`config.mk`:
```
export PLATFORM = sky130hd
export DESIGN_NAME = vsb_ctrl
export DESIGN_NICKNAME = d
export VERILOG_FILES = /design/src/design/vsb_pkg.sv /design/src/design/vsb_ctrl.sv
export SDC_FILE = /design/constraint.sdc
export NUM_CORES = 1
export LEC_CHECK = 0
export BUFFER_PORTS_ARGS = -buffer_cell sky130_fd_sc_hd__buf_4
export CORE_UTILIZATION = 41
export DETAILED_ROUTE_END_ITERATION = 8
export PLACE_DENSITY = 0.75
export SLEW_MARGIN = 20
export SYNTH_ARGS = -nofsm -noshare
export SYNTH_HDL_FRONTEND = slang
export SYNTH_SLANG_ARGS = --single-unit
```
`constraint.sdc`:
```
create_clock -name clk -period 1.44 [get_ports clk]
set_clock_uncertainty 0.05 [all_clocks]
set_input_delay 0.288 -clock clk [delete_from_list [all_inputs] [get_ports clk]]
set_output_delay 0.288 -clock clk [all_outputs]
set_load 0.03 [all_outputs]
```
`src/design/vsb_pkg.sv`:
```
// Shared constants, types and controller/datapath interface of the voxel sphere brush.
`default_nettype none
package vsb_pkg;

	localparam int MAX_DIM = 64;
	localparam int IDX_W = $clog2(MAX_DIM);
	localparam int HALF_W = IDX_W + 1;
	localparam int ROW_AW = 2 * IDX_W;
	localparam int ROWS = 2 ** ROW_AW;

	localparam int CTR_W = 6;
	localparam int SIZE_W = 7;
	localparam int PITCH_W = 16;
	localparam int RAD_W = 16;
	localparam int CFG_IDX_W = 3;
	localparam int CFG_DATA_W = 16;

	localparam int M_W = IDX_W + PITCH_W;
	localparam int SQ_W = 2 * M_W;
	localparam int R2_W = 2 * RAD_W;
	localparam int DIST_W = SQ_W + 2;

	localparam int DIV_NUM_W = RAD_W + 1;
	localparam int DIV_DEN_W = PITCH_W;
	localparam int DIV_CNT_W = $clog2(DIV_NUM_W + 1);

	localparam logic [CFG_IDX_W-1:0] REG_SIZE_X = 3'd0;
	localparam logic [CFG_IDX_W-1:0] REG_SIZE_Y = 3'd1;
	localparam logic [CFG_IDX_W-1:0] REG_SIZE_Z = 3'd2;
	localparam logic [CFG_IDX_W-1:0] REG_PITCH_X = 3'd3;
	localparam logic [CFG_IDX_W-1:0] REG_PITCH_Y = 3'd4;
	localparam logic [CFG_IDX_W-1:0] REG_PITCH_Z = 3'd5;
	localparam logic [CFG_IDX_W-1:0] REG_RADIUS = 3'd6;

	localparam logic [SIZE_W-1:0] SIZE_RST = 7'd64;
	localparam logic [PITCH_W-1:0] PITCH_RST = 16'd256;
	localparam logic [RAD_W-1:0] RADIUS_RST = 16'd768;

	typedef enum logic [1:0] {
		AXIS_X,
		AXIS_Y,
		AXIS_Z
	} axis_t;

	typedef enum logic [1:0] {
		SQ_NONE,
		SQ_Z,
		SQ_Y,
		SQ_X
	} sq_kind_t;

	typedef struct packed {
		logic accept;
		logic clr_we;
		logic div_start;
		logic span_load;
		axis_t axis;
		logic init_k;
		logic inc_k;
		logic init_j;
		logic inc_j;
		logic init_i;
		logic inc_i;
		sq_kind_t sq;
		logic row_rd;
		logic row_wr;
		logic out_load;
	} dp_cmd_t;

	typedef struct packed {
		logic is_read;
		logic in_vol;
		logic div_done;
		logic i_last;
		logic j_last;
		logic k_last;
		logic clr_last;
	} dp_stat_t;

endpackage
`default_nettype wire

```
`src/design/vsb_ctrl.sv`:
```
// Controller: clearing pass, item dispatch, half-width divisions, box walk sequencing and result handshake.
`default_nettype none
module vsb_ctrl (
	input  logic               clk,
	input  logic               arst_n,
	input  logic               in_valid,
	output logic               in_ready,
	output logic               out_valid,
	input  logic               out_ready,
	input  vsb_pkg::dp_stat_t  stat,
	output vsb_pkg::dp_cmd_t   cmd
);
	import vsb_pkg::*;

	typedef enum logic [3:0] {
		S_CLEAR,
		S_IDLE,
		S_DISPATCH,
		S_RD,
		S_RD_WAIT,
		S_DIV_GO,
		S_DIV_WAIT,
		S_SETUP,
		S_PLANE,
		S_ROW,
		S_XRUN,
		S_DRAIN1,
		S_DRAIN2,
		S_WRITE,
		S_DONE
	} state_t;

	state_t state_q;
	axis_t  axis_q;
	logic   out_valid_q;
	logic   slot_free;

	assign slot_free = !out_valid_q || out_ready;

	always_comb begin
		cmd = '0;
		cmd.axis = axis_q;
		cmd.sq = SQ_NONE;
		unique case (state_q)
			S_CLEAR: cmd.clr_we = 1'b1;
			S_IDLE: cmd.accept = in_valid;
			S_RD: cmd.row_rd = 1'b1;
			S_DIV_GO: cmd.div_start = 1'b1;
			S_DIV_WAIT: cmd.span_load = stat.div_done;
			S_SETUP: cmd.init_k = 1'b1;
			S_PLANE: begin
				cmd.sq = SQ_Z;
				cmd.init_j = 1'b1;
			end
			S_ROW: begin
				cmd.sq = SQ_Y;
				cmd.row_rd = 1'b1;
				cmd.init_i = 1'b1;
			end
			S_XRUN: begin
				cmd.sq = SQ_X;
				cmd.inc_i = 1'b1;
			end
			S_WRITE: begin
				cmd.row_wr = 1'b1;
				cmd.inc_j = !stat.j_last;
				cmd.inc_k = stat.j_last && !stat.k_last;
			end
			S_DONE: cmd.out_load = slot_free;
			S_DISPATCH, S_RD_WAIT, S_DRAIN1, S_DRAIN2: ;
			default: ;
		endcase
	end

	always_ff @(posedge clk or negedge arst_n) begin
		if (!arst_n) begin
			state_q <= S_CLEAR;
			axis_q <= AXIS_X;
			out_valid_q <= 1'b0;
		end else begin
			if (out_valid_q && out_ready && !cmd.out_load) begin
				out_valid_q <= 1'b0;
			end
			unique case (state_q)
				S_CLEAR: begin
					if (stat.clr_last) begin
						state_q <= S_IDLE;
					end
				end
				S_IDLE: begin
					if (in_valid) begin
						state_q <= S_DISPATCH;
					end
				end
				S_DISPATCH: begin
					if (!stat.in_vol) begin
						state_q <= S_DONE;
					end else if (stat.is_read) begin
						state_q <= S_RD;
					end else begin
						axis_q <= AXIS_X;
						state_q <= S_DIV_GO;
					end
				end
				S_RD: state_q <= S_RD_WAIT;
				S_RD_WAIT: state_q <= S_DONE;
				S_DIV_GO: state_q <= S_DIV_WAIT;
				S_DIV_WAIT: begin
					if (stat.div_done) begin
						unique case (axis_q)
							AXIS_X: begin
								axis_q <= AXIS_Y;
								state_q <= S_DIV_GO;
							end
							AXIS_Y: begin
								axis_q <= AXIS_Z;
								state_q <= S_DIV_GO;
							end
							default: state_q <= S_SETUP;
						endcase
					end
				end
				S_SETUP: state_q <= S_PLANE;
				S_PLANE: state_q <= S_ROW;
				S_ROW: state_q <= S_XRUN;
				S_XRUN: begin
					if (stat.i_last) begin
						state_q <= S_DRAIN1;
					end
				end
				S_DRAIN1: state_q <= S_DRAIN2;
				S_DRAIN2: state_q <= S_WRITE;
				S_WRITE: begin
					priority if (!stat.j_last) begin
						state_q <= S_ROW;
					end else if (!stat.k_last) begin
						state_q <= S_PLANE;
					end else begin
						state_q <= S_DONE;
					end
				end
				S_DONE: begin
					if (slot_free) begin
						out_valid_q <= 1'b1;
						state_q <= S_IDLE;
					end
				end
				default: state_q <= S_IDLE;
			endcase
		end
	end

	assign in_ready = (state_q == S_IDLE);
	assign out_valid = out_valid_q;

`ifndef SYNTHESIS
	a_clear_quiet: assert property (@(posedge clk) disable iff (!arst_n)
		(state_q == S_CLEAR) |-> !in_ready && !out_valid_q)
		else $error("item traffic during mask clearing pass");
`endif

endmodule
`default_nettype wire

```
==> results of run 1 <==
## per-stage QoR
step            util  setup TNS (ns)
3_5_place_dp   0.749           -1.52
3_3_place_gp   0.749          -0.936
4_1_cts        0.949           -4.50
2_1_floorplan      -           -1.04
## timing repair
item,CTS
cloned,1
resized for setup,45
pin swaps,14
hold buffers,1
hold endpoints to repair,7
setup buffers,12
setup endpoints to repair,22
## cell usage after synthesis, drive strengths merged
master,count
nand4b,1
a211oi,2
and3,3
a31oi,1
nand2b,8
and3b,2
or4,1
nor2b,3
o31ai,3
o21ai,3
a211o,1
nand3,3
o221ai,1
clkbuf,1
o32a,2
a221o,1
a22o,1
a41o,1
nor4,2
a311oi,1
nor3,4
a21oi,6
dfrtp,7
nor2,7
xor2,1
or3b,2
nor3b,2
buf,6
nor4b,1
and2,2
nand2,4
inv,2
## cell families after synthesis
group | Yosys count | synth area share
buffers and inverters | 9 | 0.0803
flip-flops | 7 | 0.250
AO/OA/AOI/OAI | 23 | 0.264
AND/OR/NAND/NOR | 45 | 0.393
XOR/XNOR | 1 | 0.0125
==> metrics.cfg, run 1 <==
[global_route]
grt_max_degree = 13

[clock_tree]
cts_sinks = 7
numCtsBuffers = 3
htree_num_levels = 1
cts_root_buffer = clkbuf_4
clockBufferDepth = 2

[floorplan]
dieWidth_um = 43.3
die_h_um = 43.3
ios = 30
start_util = 0.449
rows = 14

[place]
globalplace.congestion = 0.851
dp_hpwl_mm = 1.74
io_buffers = 29
placed_cells = 145
place_area_um2 = 1170
post-place-ws_ns = -0.169

[logic_synthesis]
ys_seq_elements = 7
yosysWarnings = 0
yosys.area.top_type = dfrtp_1
synth_top_area_share = 0.250
synth.area.top_cells = dfrtp_1 25%, nand2b_1 6.3%, a21oi_1 4.3%
syn-instance-count = 85
syn-num-nets = 96
seq_area_frac_synth = 0.250
syn_area_um2 = 701
avgSynthCellArea_um2 = 8.24
synth.distinct_cells = 40

[outcome]
first-error = [ERROR DPL-0038] Utilization greater than 100%, impossible to legalize
failing_step = global routing
outcome = aborted with a tool error

[timing]
worst_endpoint = axis_q[0]$_DFFE_PN0P_/D
worst-ep-kind = register data pin

==> run 2, diff against run 1 <==
--- a/config.mk
+++ b/config.mk
@@ -6,9 +6,10 @@
 export NUM_CORES = 1
 export LEC_CHECK = 0
 export BUFFER_PORTS_ARGS = -buffer_cell sky130_fd_sc_hd__buf_4
-export CORE_UTILIZATION = 41
+export CORE_AREA = 2 2 63 65
 export DETAILED_ROUTE_END_ITERATION = 8
-export PLACE_DENSITY = 0.75
+export DIE_AREA = 0 0 65 67
+export PLACE_DENSITY_LB_ADDON = 0.15
 export SLEW_MARGIN = 20
 export SYNTH_ARGS = -nofsm -noshare
 export SYNTH_HDL_FRONTEND = slang
==> constraint.sdc (replaced) <==
create_clock -name clk -period 1.87 [get_ports clk]
set_clock_uncertainty 0.05 [all_clocks]
set_input_delay 0.374 -clock clk [delete_from_list [all_inputs] [get_ports clk]]
set_output_delay 0.374 -clock clk [all_outputs]
set_load 0.03 [all_outputs]
==> run 2 against run 1 <==
Compared with the run above:
- the run now ends clean
- area after synthesis stayed put
- synthesized cell count unchanged
==> metrics.cfg, run 2 <==
[clock_tree]
cts_root_buffer = clkbuf_8
numCtsBuffers = 3  ; unchanged
htree_num_levels = 1  ; unchanged
clock_latency_ns = 0.22
cts_sinks = 7  ; unchanged
clk_pin_slew_ns = 0.04
clockBufferDepth = 2  ; unchanged
cts_tree = yes

[cells_and_area]
fill_cells = 398
layout-drive-gt1-share = 0.484
layout_commonest_cell = buf_4
syn2layout_area_growth_pct = 62.5
largest_reg_flops = 4
top_register = state_q
layout.nets = 138
final_cell_mix = 42 x buf_4, 6 x nor2_1, 6 x a21oi_1
diodes = 0

[logic_synthesis]
synth.area.top_cells = dfrtp_1 25%, nand2b_1 6.3%, a21oi_1 4.3%
yosys.area.top_type = dfrtp_1
ys_seq_elements = 7  ; unchanged
synthFlopType = dfrtp_1
yosysWarnings = 0  ; unchanged
seq_area_frac_synth = 0.250  ; unchanged
ys_top_cells_by_count = 7 x dfrtp_1, 7 x nand2b_1, 7 x nor2_1
synth.distinct_cells = 40  ; unchanged
syn-num-nets = 96  ; unchanged
synth_top_area_share = 0.250  ; unchanged
synthArstFlopShare = 1.00  ; unchanged
avgSynthCellArea_um2 = 8.24  ; unchanged
synth_edf_count = 0  ; unchanged
syn-instance-count = 85  ; unchanged
syn_area_um2 = 701  ; unchanged

[critical_path]
crit_cells = 3
worstPathBufferInverterCount = 2
critical_path.startpoint = state_q[0]$_DFFE_PN0P_
end_kind = output port
crit_required_ns = 1.45
slowest_delay_ns = 0.41
timing.rr.start = state_q[0]$_DFFE_PN0P_
slowest_stage = dfrtp_1
rrSetupSlack_ns = 0.12
critPathMaxFanout = 13
cp_data_arrival_time_ns = 1.37
ff2ff_path_depth = 6
crit_family = buffers and inverters
cpMostUsedCell = buf_4
path_cells = buf_4, nor4_4, buf_4
start_kind = flop
critPathKind = flop to output port
rr_endpoint = state_q[1]$_DFFE_PN0P_

[floorplan]
dieWidth_um = 65  ; +50%
die_area_um2 = 4360
start_util = 0.194  ; -0.255
core_area_um2 = 3610
die_h_um = 67  ; +55%
ios = 30  ; unchanged
rows = 22  ; +8

[route]
routed_wl_mm = 2.34
drcViolationCount = 0
viasPerCell = 4.61
vias = 803
routedWlPerCell_um = 13.5
detail_route.first_pass.iterations = 4
postRouteAntennaNets = 0
drtIter0Drc = 20

[place]
globalplace.congestion = 0.743  ; -13%
io_buffers = 29  ; unchanged
dp_hpwl_mm = 1.75  ; +0.92%

[job]
drv_cap = 0

[power_and_ir_drop]
p_total_w = 0.00181
peakVddDrop_uv = 593
leakage_nw = 0.518
power_density_nw_per_um2 = 1590

[global_route]
antenna_found_initial = 0
grt_pass1_vias = 761
grt-ovfl-total = 0
grt_pass1_wl_mm = 3.62
grt_max_degree = 16
gr-usage-all-layers = 0.108

[hold_path]
min_path_type = input pin to flop
holdPathStages = 3
hp-start = in_valid
hold_end = state_q[0]$_DFFE_PN0P_

[timing]
final-setup-viol-count = 0
hold_violations = 0
rsz0062_at_grt = false
slew_headroom = 0.797
worst_pin_slew_ns = 0.301
maxSlewViolCount = 0
min_period_over_period = 0.958
max_freq_mhz = 558
layout_min_cycle_time_ns = 1.79
holdWs_ns = 0.422

[outcome]
outcome = complete, no violations

run 2: worst max path at each step:
stage | end | slack (ns)
3_5_place_dp | state_q[1]$_DFFE_PN0P_ | 0.13
6_report | cmd[15] | 0.08
2_1_floorplan | cmd[16] | -0.1
3_3_place_gp | state_q[1]$_DFFE_PN0P_ | 0.13
4_1_cts | cmd[15] | 0.01
5_1_grt | cmd[15] | 0.006
run 2: kinds of logic (layout without fill, tap and decap cells):
| family | Yosys count | count (layout) | share of synthesized area |
|---|---|---|---|
| and+or+nand+nor | 45 | 45 | 0.393 |
| DFF | 7 | 7 | 0.250 |
| AOI/OAI and AO/OA | 23 | 23 | 0.264 |
| buffers and inverters | 9 | 50 | 0.0803 |
| xor gates and xnor gates | 1 | 1 | 0.0125 |
run 2: power by group:
part	leakage, nW	total [W]	switching, W	internal (W)
sequential	0.0892	0.000312	0.0000976	0.000215
clock	0.0228	0.000212	0.0000649	0.000147
combinational	0.406	0.00128	0.000719	0.000564
run 2: what timing repair did:
item / 4_1_cts / 5_1_grt
hold buffers: 1 / 0
setup endpoints to repair: 6 / 6
buffers inserted: 0 / 6
endpoints found under the hold margin: 7 / 0
pin swaps: 0 / 0
resized for setup: 4 / 4
run 2: layer usage:
layer,routed length [µm],GRT usage,up-vias,part of all wire
met4,12,0.0160,0,0.0051
met3,118,0.0338,2,0.050
li1,-,-,401,-
met2,1080,0.189,28,0.46
met1,1130,0.133,372,0.48
met5,0,0,-,0
run 2: worst register-to-register path, cell delays in order, from the launching register on:
cell	delay, ns
dfrtp_1	0.41
buf_4	0.20
nand4b_1	0.22
buf_4	0.17
o32a_4	0.20
and3b_1	0.17
a41o_1	0.22
run 2: final cells by class:
class	count	area, µm²	area share
inverters	2	7.51	0.00659
clock buffers	4	45.0	0.0396
flip-flops and latches	7	178	0.156
multi-input cells	69	518	0.455
repair buffers	44	330	0.290
well taps	48	60.1	0.0527
run 2: metrics by stage:
step	setup WS, ns	utilization	std cells	setup TNS [ns]	instance area [µm²]
4_1_cts	0.0145	0.298	168	0	1070
2_1_floorplan	-0.0992	-	85	-0.116	723
3_5_place_dp	0.131	0.281	163	0	1010
6_report	0.0782	0.316	174	0	1140
5_1_grt	0.00561	0.316	174	0	1140
3_3_place_gp	0.130	0.281	163	0	1010
No activity file was read; power rests on OpenSTA's default activity.
==> run 3, diff against run 2 <==
--- a/config.mk
+++ b/config.mk
@@ -9,7 +9,7 @@
 export CORE_AREA = 2 2 63 65
 export DETAILED_ROUTE_END_ITERATION = 8
 export DIE_AREA = 0 0 65 67
-export PLACE_DENSITY_LB_ADDON = 0.15
+export PLACE_DENSITY_LB_ADDON = 0.3
 export SLEW_MARGIN = 20
 export SYNTH_ARGS = -nofsm -noshare
 export SYNTH_HDL_FRONTEND = slang
==> run 3 against run 2 <==
Compared with the run above:
- sequential power hardly changed
- hold slack worse by 0.016 ns
- die area stayed put
- sequential share of layout area rose by 0.34 points
==> metrics.cfg, run 3 (synthesis gave the netlist of run 2 again) <==
[outcome]
outcome = complete, no violations

[place]
placed_cells = 161  ; -1.2%
io_buffers = 29  ; unchanged
post-place-ws_ns = 0.148  ; +0.0172 ns
place_area_um2 = 997  ; -1.5%
dp_hpwl_mm = 1.63  ; -6.8%
globalplace.congestion = 0.844  ; +14%

[global_route]
grt_pass1_wl_mm = 3.78  ; +4.4%
antenna_found_initial = 0  ; unchanged
grt_pass1_vias = 803  ; +5.5%
grt-ovfl-total = 0  ; unchanged
grt_max_degree = 14  ; -2
gr-usage-all-layers = 0.115  ; +0.00615

[route]
viasPerCell = 4.75  ; +3.0%
drcViolationCount = 0  ; unchanged
vias = 808  ; +0.62%
drtIter0Drc = 24  ; +20%
routed_wl_mm = 2.26  ; -3.4%
detail_route.first_pass.iterations = 4  ; unchanged
postRouteAntennaNets = 0  ; unchanged
routedWlPerCell_um = 13.3  ; -1.1%

[clock_tree]
cts_root_buffer = clkbuf_8
clockBufferDepth = 2  ; unchanged
htree_num_levels = 1  ; unchanged
numCtsBuffers = 3  ; unchanged
cts_sinks = 7  ; unchanged
cts_tree = yes
clock_latency_ns = 0.23  ; about the same
clk_pin_slew_ns = 0.04  ; about the same

[cells_and_area]
final_cell_mix = 37 x buf_4, 6 x nor2_1, 6 x a21oi_1
layout-drive-gt1-share = 0.484  ; -0.000520
top_register = state_q
diodes = 0  ; unchanged
instances_no_fill = 170  ; -2.3%
layout_commonest_cell = buf_4
layout.nets = 134  ; -2.9%
largest_reg_flops = 4  ; unchanged
fin_area_um2 = 1130  ; -0.77%
syn2layout_area_growth_pct = 61.2

[critical_path]
cp_data_arrival_time_ns = 1.39  ; +0.02 ns
critPathKind = flop to output port
slowest_delay_ns = 0.44  ; +0.03 ns
slowest_stage = dfrtp_2
crit_required_ns = 1.45  ; about the same
path_cells = buf_6, nor4_4, buf_4
end_kind = output port
start_kind = flop
critPathMaxFanout = 13  ; unchanged

[power_and_ir_drop]
p_total_w = 0.00178  ; -1.6%
peakVddDrop_uv = 362  ; -39%
leakage_nw = 0.503  ; -2.8%
power_density_nw_per_um2 = 1580  ; -0.80%

[timing]
min_period_over_period = 0.968  ; +0.00949
final-setup-viol-count = 0  ; unchanged
fin_ws_ns = 0.0604  ; -0.0177 ns
maxSlewViolCount = 0  ; unchanged
max_freq_mhz = 553  ; -0.98%
layout_min_cycle_time_ns = 1.81  ; +0.0177 ns
rsz0062_at_grt = false
hold_violations = 0  ; unchanged
slew_headroom = 0.810  ; +0.0122
worst_pin_slew_ns = 0.283  ; -0.0177 ns

[hold_path]
min_path_type = input pin to flop

[floorplan]
dieWidth_um = 65  ; unchanged
core_area_um2 = 3610  ; unchanged
ios = 30  ; unchanged
die_area_um2 = 4360  ; unchanged
rows = 22  ; unchanged
die_h_um = 67  ; unchanged
start_util = 0.194  ; unchanged

[job]
drv_cap = 0  ; unchanged

## run 3: worst max-delay path, delay by kind of cell (launching register included)
kind,cells,cell delay [ns]
flops,1,0.44
simple gates,1,0.32
buf+inv,2,0.39
## run 3: worst paths after layout
path	from	end	slack, ns	cells after the start
worst max-delay path	state_q[1]$_DFFE_PN0P_	cmd[15]	0.06	3
max in group asynchronous	arst_n	state_q[0]$_DFFE_PN0P_	1.19	2
min in group asynchronous	arst_n	axis_q[0]$_DFFE_PN0P_	0.44	2
worst max register to register	state_q[2]$_DFFE_PN0P_	axis_q[1]$_DFFE_PN0P_	0.20	4
worst min-delay path	in_valid	state_q[0]$_DFFE_PN0P_	0.41	3
worst min register to register	out_valid$_DFF_PN0_	out_valid$_DFF_PN0_	0.50	2
## run 3: layout make-up
class                      instances  area (µm²)
clock buffer                       4        45.0
fill                             384        2480
inverter                           2        7.51
multi-input combinational         69         527
sequential                         7         180
tap                               48        60.1
timing repair buffer              40         310
## run 3: per-stage QoR
| stage | utilization | hold WS (ns) | TNS (ns) |
|---|---|---|---|
| final | 0.313 | 0.406 | 0 |
| after global routing | 0.313 | 0.408 | 0 |
| after CTS | 0.297 | 0.411 | 0 |
| after detailed placement | 0.277 | 0.143 | 0 |
| after global placement | 0.277 | 0.144 | 0 |
| after floorplan | - | 0.0284 | -0.116 |
## run 3: power by group
group,switching (W),total [W],internal (W)
logic,0.000707,0.00125,0.000539
registers,0.0000934,0.000312,0.000218
clock network,0.0000735,0.000222,0.000148
total,0.000874,0.00178,0.000906
## run 3: routing by layer
layer  routed length, µm  track usage  share of wire
met1                1050        0.144           0.46
met2                1050        0.174           0.47
met3                 121       0.0270          0.053
met4                  40       0.0745          0.018
met5                   0            0              0
## run 3: what timing repair did
action / CTS / global route
hold buffers: 1 / 0
endpoints found under the setup margin: 6 / 8
setup buffers: 0 / 4
endpoints found under the hold margin: 7 / 0
resized for setup: 5 / 8
==> run 4, diff against run 3 <==
--- a/config.mk
+++ b/config.mk
@@ -6,6 +6,8 @@
 export NUM_CORES = 1
 export LEC_CHECK = 0
 export BUFFER_PORTS_ARGS = -buffer_cell sky130_fd_sc_hd__buf_4
+export CELL_PAD_IN_SITES_DETAIL_PLACEMENT = 0
+export CELL_PAD_IN_SITES_GLOBAL_PLACEMENT = 1
 export CORE_AREA = 2 2 63 65
 export DETAILED_ROUTE_END_ITERATION = 8
 export DIE_AREA = 0 0 65 67
==> run 4 against run 3 <==
Compared with the run above:
- sequential share of layout area about the same
- sequential cell count unchanged
- cell count up 1.2%
- hold slack improved by 0.024 ns
- final area decreased by 0.55%
- fmax decreased by 1.5%
- non-clock buffer count increased by 2
- clock power shrank 4%
- wire length about the same
- critical path depth did not move
- count of clock-buffer cells in the layout shrank 1
- register-to-register slack is essentially flat
- critical endpoint is now cmd[9]
==> metrics.cfg, run 4 (synthesis gave the netlist of run 2 again) <==
[outcome]
outcome = complete, no violations

[cells_and_area]
regArea_um2 = 179  ; -0.69%
post-route-util = 0.312  ; -0.00173
diodes = 0  ; unchanged
syn2layout_area_growth_pct = 60.4
layout-drive-gt1-share = 0.492  ; +0.00833
final_cell_mix = 41 x buf_4, 6 x nor2_1, 6 x a21oi_1
layout_commonest_cell = buf_4
largest_reg_flops = 4  ; unchanged
fin_area_um2 = 1120  ; -0.55%
top_register = state_q
fill_cells = 402  ; +4.7%
layout.nets = 136  ; +1.5%
multi_input_area_um2 = 513  ; -2.6%

[critical_path]
crit_family = simple AND/OR/NAND/NOR gates
end_kind = output port
start_kind = flop
path_cells = nand2b_2, nor4b_2, buf_4
critPathKind = flop to output port
worstPathBufferInverterCount = 1  ; -1
cp_data_arrival_time_ns = 1.41  ; +0.02 ns
slowest_stage = dfrtp_1
critPathMaxFanout = 9  ; -4
slowest_delay_ns = 0.42  ; -0.02 ns
crit_required_ns = 1.45  ; about the same

[clock_tree]
clock_latency_ns = 0.23  ; about the same
cts_tree = yes
clk_pin_slew_ns = 0.04  ; about the same
htree_num_levels = 1  ; unchanged
clockBufferDepth = 2  ; unchanged
numCtsBuffers = 3  ; unchanged
cts_root_buffer = clkbuf_8
cts_sinks = 7  ; unchanged

[route]
detail_route.first_pass.iterations = 4  ; unchanged
drcViolationCount = 0  ; unchanged
routedWlPerCell_um = 13.2  ; -1.1%
postRouteAntennaNets = 0  ; unchanged
vias = 773  ; -4.3%
viasPerCell = 4.49  ; -5.4%
drtIter0Drc = 26  ; +8.3%
routed_wl_mm = 2.27  ; about the same

[place]
globalplace.congestion = 0.719  ; -15%
io_buffers = 29  ; unchanged
dp_hpwl_mm = 1.80  ; +10%
place_area_um2 = 1010  ; +1.5%

[floorplan]
dieWidth_um = 65  ; unchanged
core_area_um2 = 3610  ; unchanged
start_util = 0.194  ; unchanged
ios = 30  ; unchanged
die_area_um2 = 4360  ; unchanged
rows = 22  ; unchanged
die_h_um = 67  ; unchanged

[global_route]
grt_pass1_wl_mm = 3.61  ; -4.6%
grt_pass1_vias = 741  ; -7.7%
gr-usage-all-layers = 0.108  ; -0.00651
grt-ovfl-total = 0  ; unchanged
grt_max_degree = 14  ; unchanged
antenna_found_initial = 0  ; unchanged

[hold_path]
min_path_type = input pin to flop

[timing]
layout_min_cycle_time_ns = 1.84  ; +0.0274 ns
maxSlewViolCount = 0  ; unchanged
slew_headroom = 0.805  ; -0.00500
min_period_over_period = 0.982  ; +0.0147
worst_pin_slew_ns = 0.290  ; +0.00695 ns
holdWs_ns = 0.430  ; +0.0237 ns
final-setup-viol-count = 0  ; unchanged
hold_violations = 0  ; unchanged
finalSetupTns_ns = 0  ; unchanged
rsz0062_at_grt = true
max_freq_mhz = 544  ; -1.5%

[power_and_ir_drop]
p_total_w = 0.00177  ; -0.64%
leakage_nw = 0.508  ; +0.88%
peakVddDrop_uv = 450  ; +24%
power_density_nw_per_um2 = 1570  ; about the same

[job]
drv_cap = 0  ; unchanged

## run 4: power breakdown
part           internal, W  switching (W)  total, W
combinational     0.000545       0.000677   0.00122
clock             0.000144      0.0000682  0.000213
sequential        0.000217       0.000117  0.000334
## run 4: path summary, 6_finish.rpt
path	cells past startpoint	slack [ns]	start	to
max in group asynchronous	2	1.19	arst_n	state_q[2]$_DFFE_PN0P_
worst max-delay path	3	0.03	state_q[1]$_DFFE_PN0P_	cmd[9]
worst min-delay path	3	0.43	in_valid	state_q[0]$_DFFE_PN0P_
min in group asynchronous	2	0.45	arst_n	out_valid$_DFF_PN0_
worst max register to register	5	0.21	state_q[3]$_DFFE_PN0P_	state_q[1]$_DFFE_PN0P_
worst min register to register	2	0.51	out_valid$_DFF_PN0_	out_valid$_DFF_PN0_
## run 4: metrics by stage
step / setup WS, ns / std cells
floorplan: -0.0992 / 85
global placement: 0.129 / 163
detailed placement: 0.122 / 163
CTS: -0.0407 / 168
global route: -0.0439 / 172
finish: 0.0330 / 172
## run 4: layout make-up
type / count / share of cell area
clock buffer: 3 / 0.0367
timing repair buffer: 42 / 0.283
tap: 48 / 0.0535
multi-input combinational: 69 / 0.457
clock inverter: 1 / 0.00445
sequential: 7 / 0.159
inverter: 2 / 0.00668
## run 4: layer usage
layer,up-vias,part of all wire,GRT usage
li1,400,-,-
met1,347,0.46,0.134
met2,24,0.47,0.182
met3,2,0.066,0.0389
met4,0,0.0053,0.0186
met5,-,0,0
## run 4: repair_timing
action | in CTS | in global routing
buffers inserted | 0 | 4
hold buffers | 1 | 0
setup endpoints to repair | 6 | 8
gates resized for setup | 2 | 6
endpoints found under the hold margin | 7 | 0
## run 4: worst reg2reg max path: stages, from the launching register on
cell	delay [ns]
dfrtp_2	0.47
buf_4	0.17
nor3b_1	0.18
o21ai_0	0.10
a221o_1	0.33
a41o_1	0.24
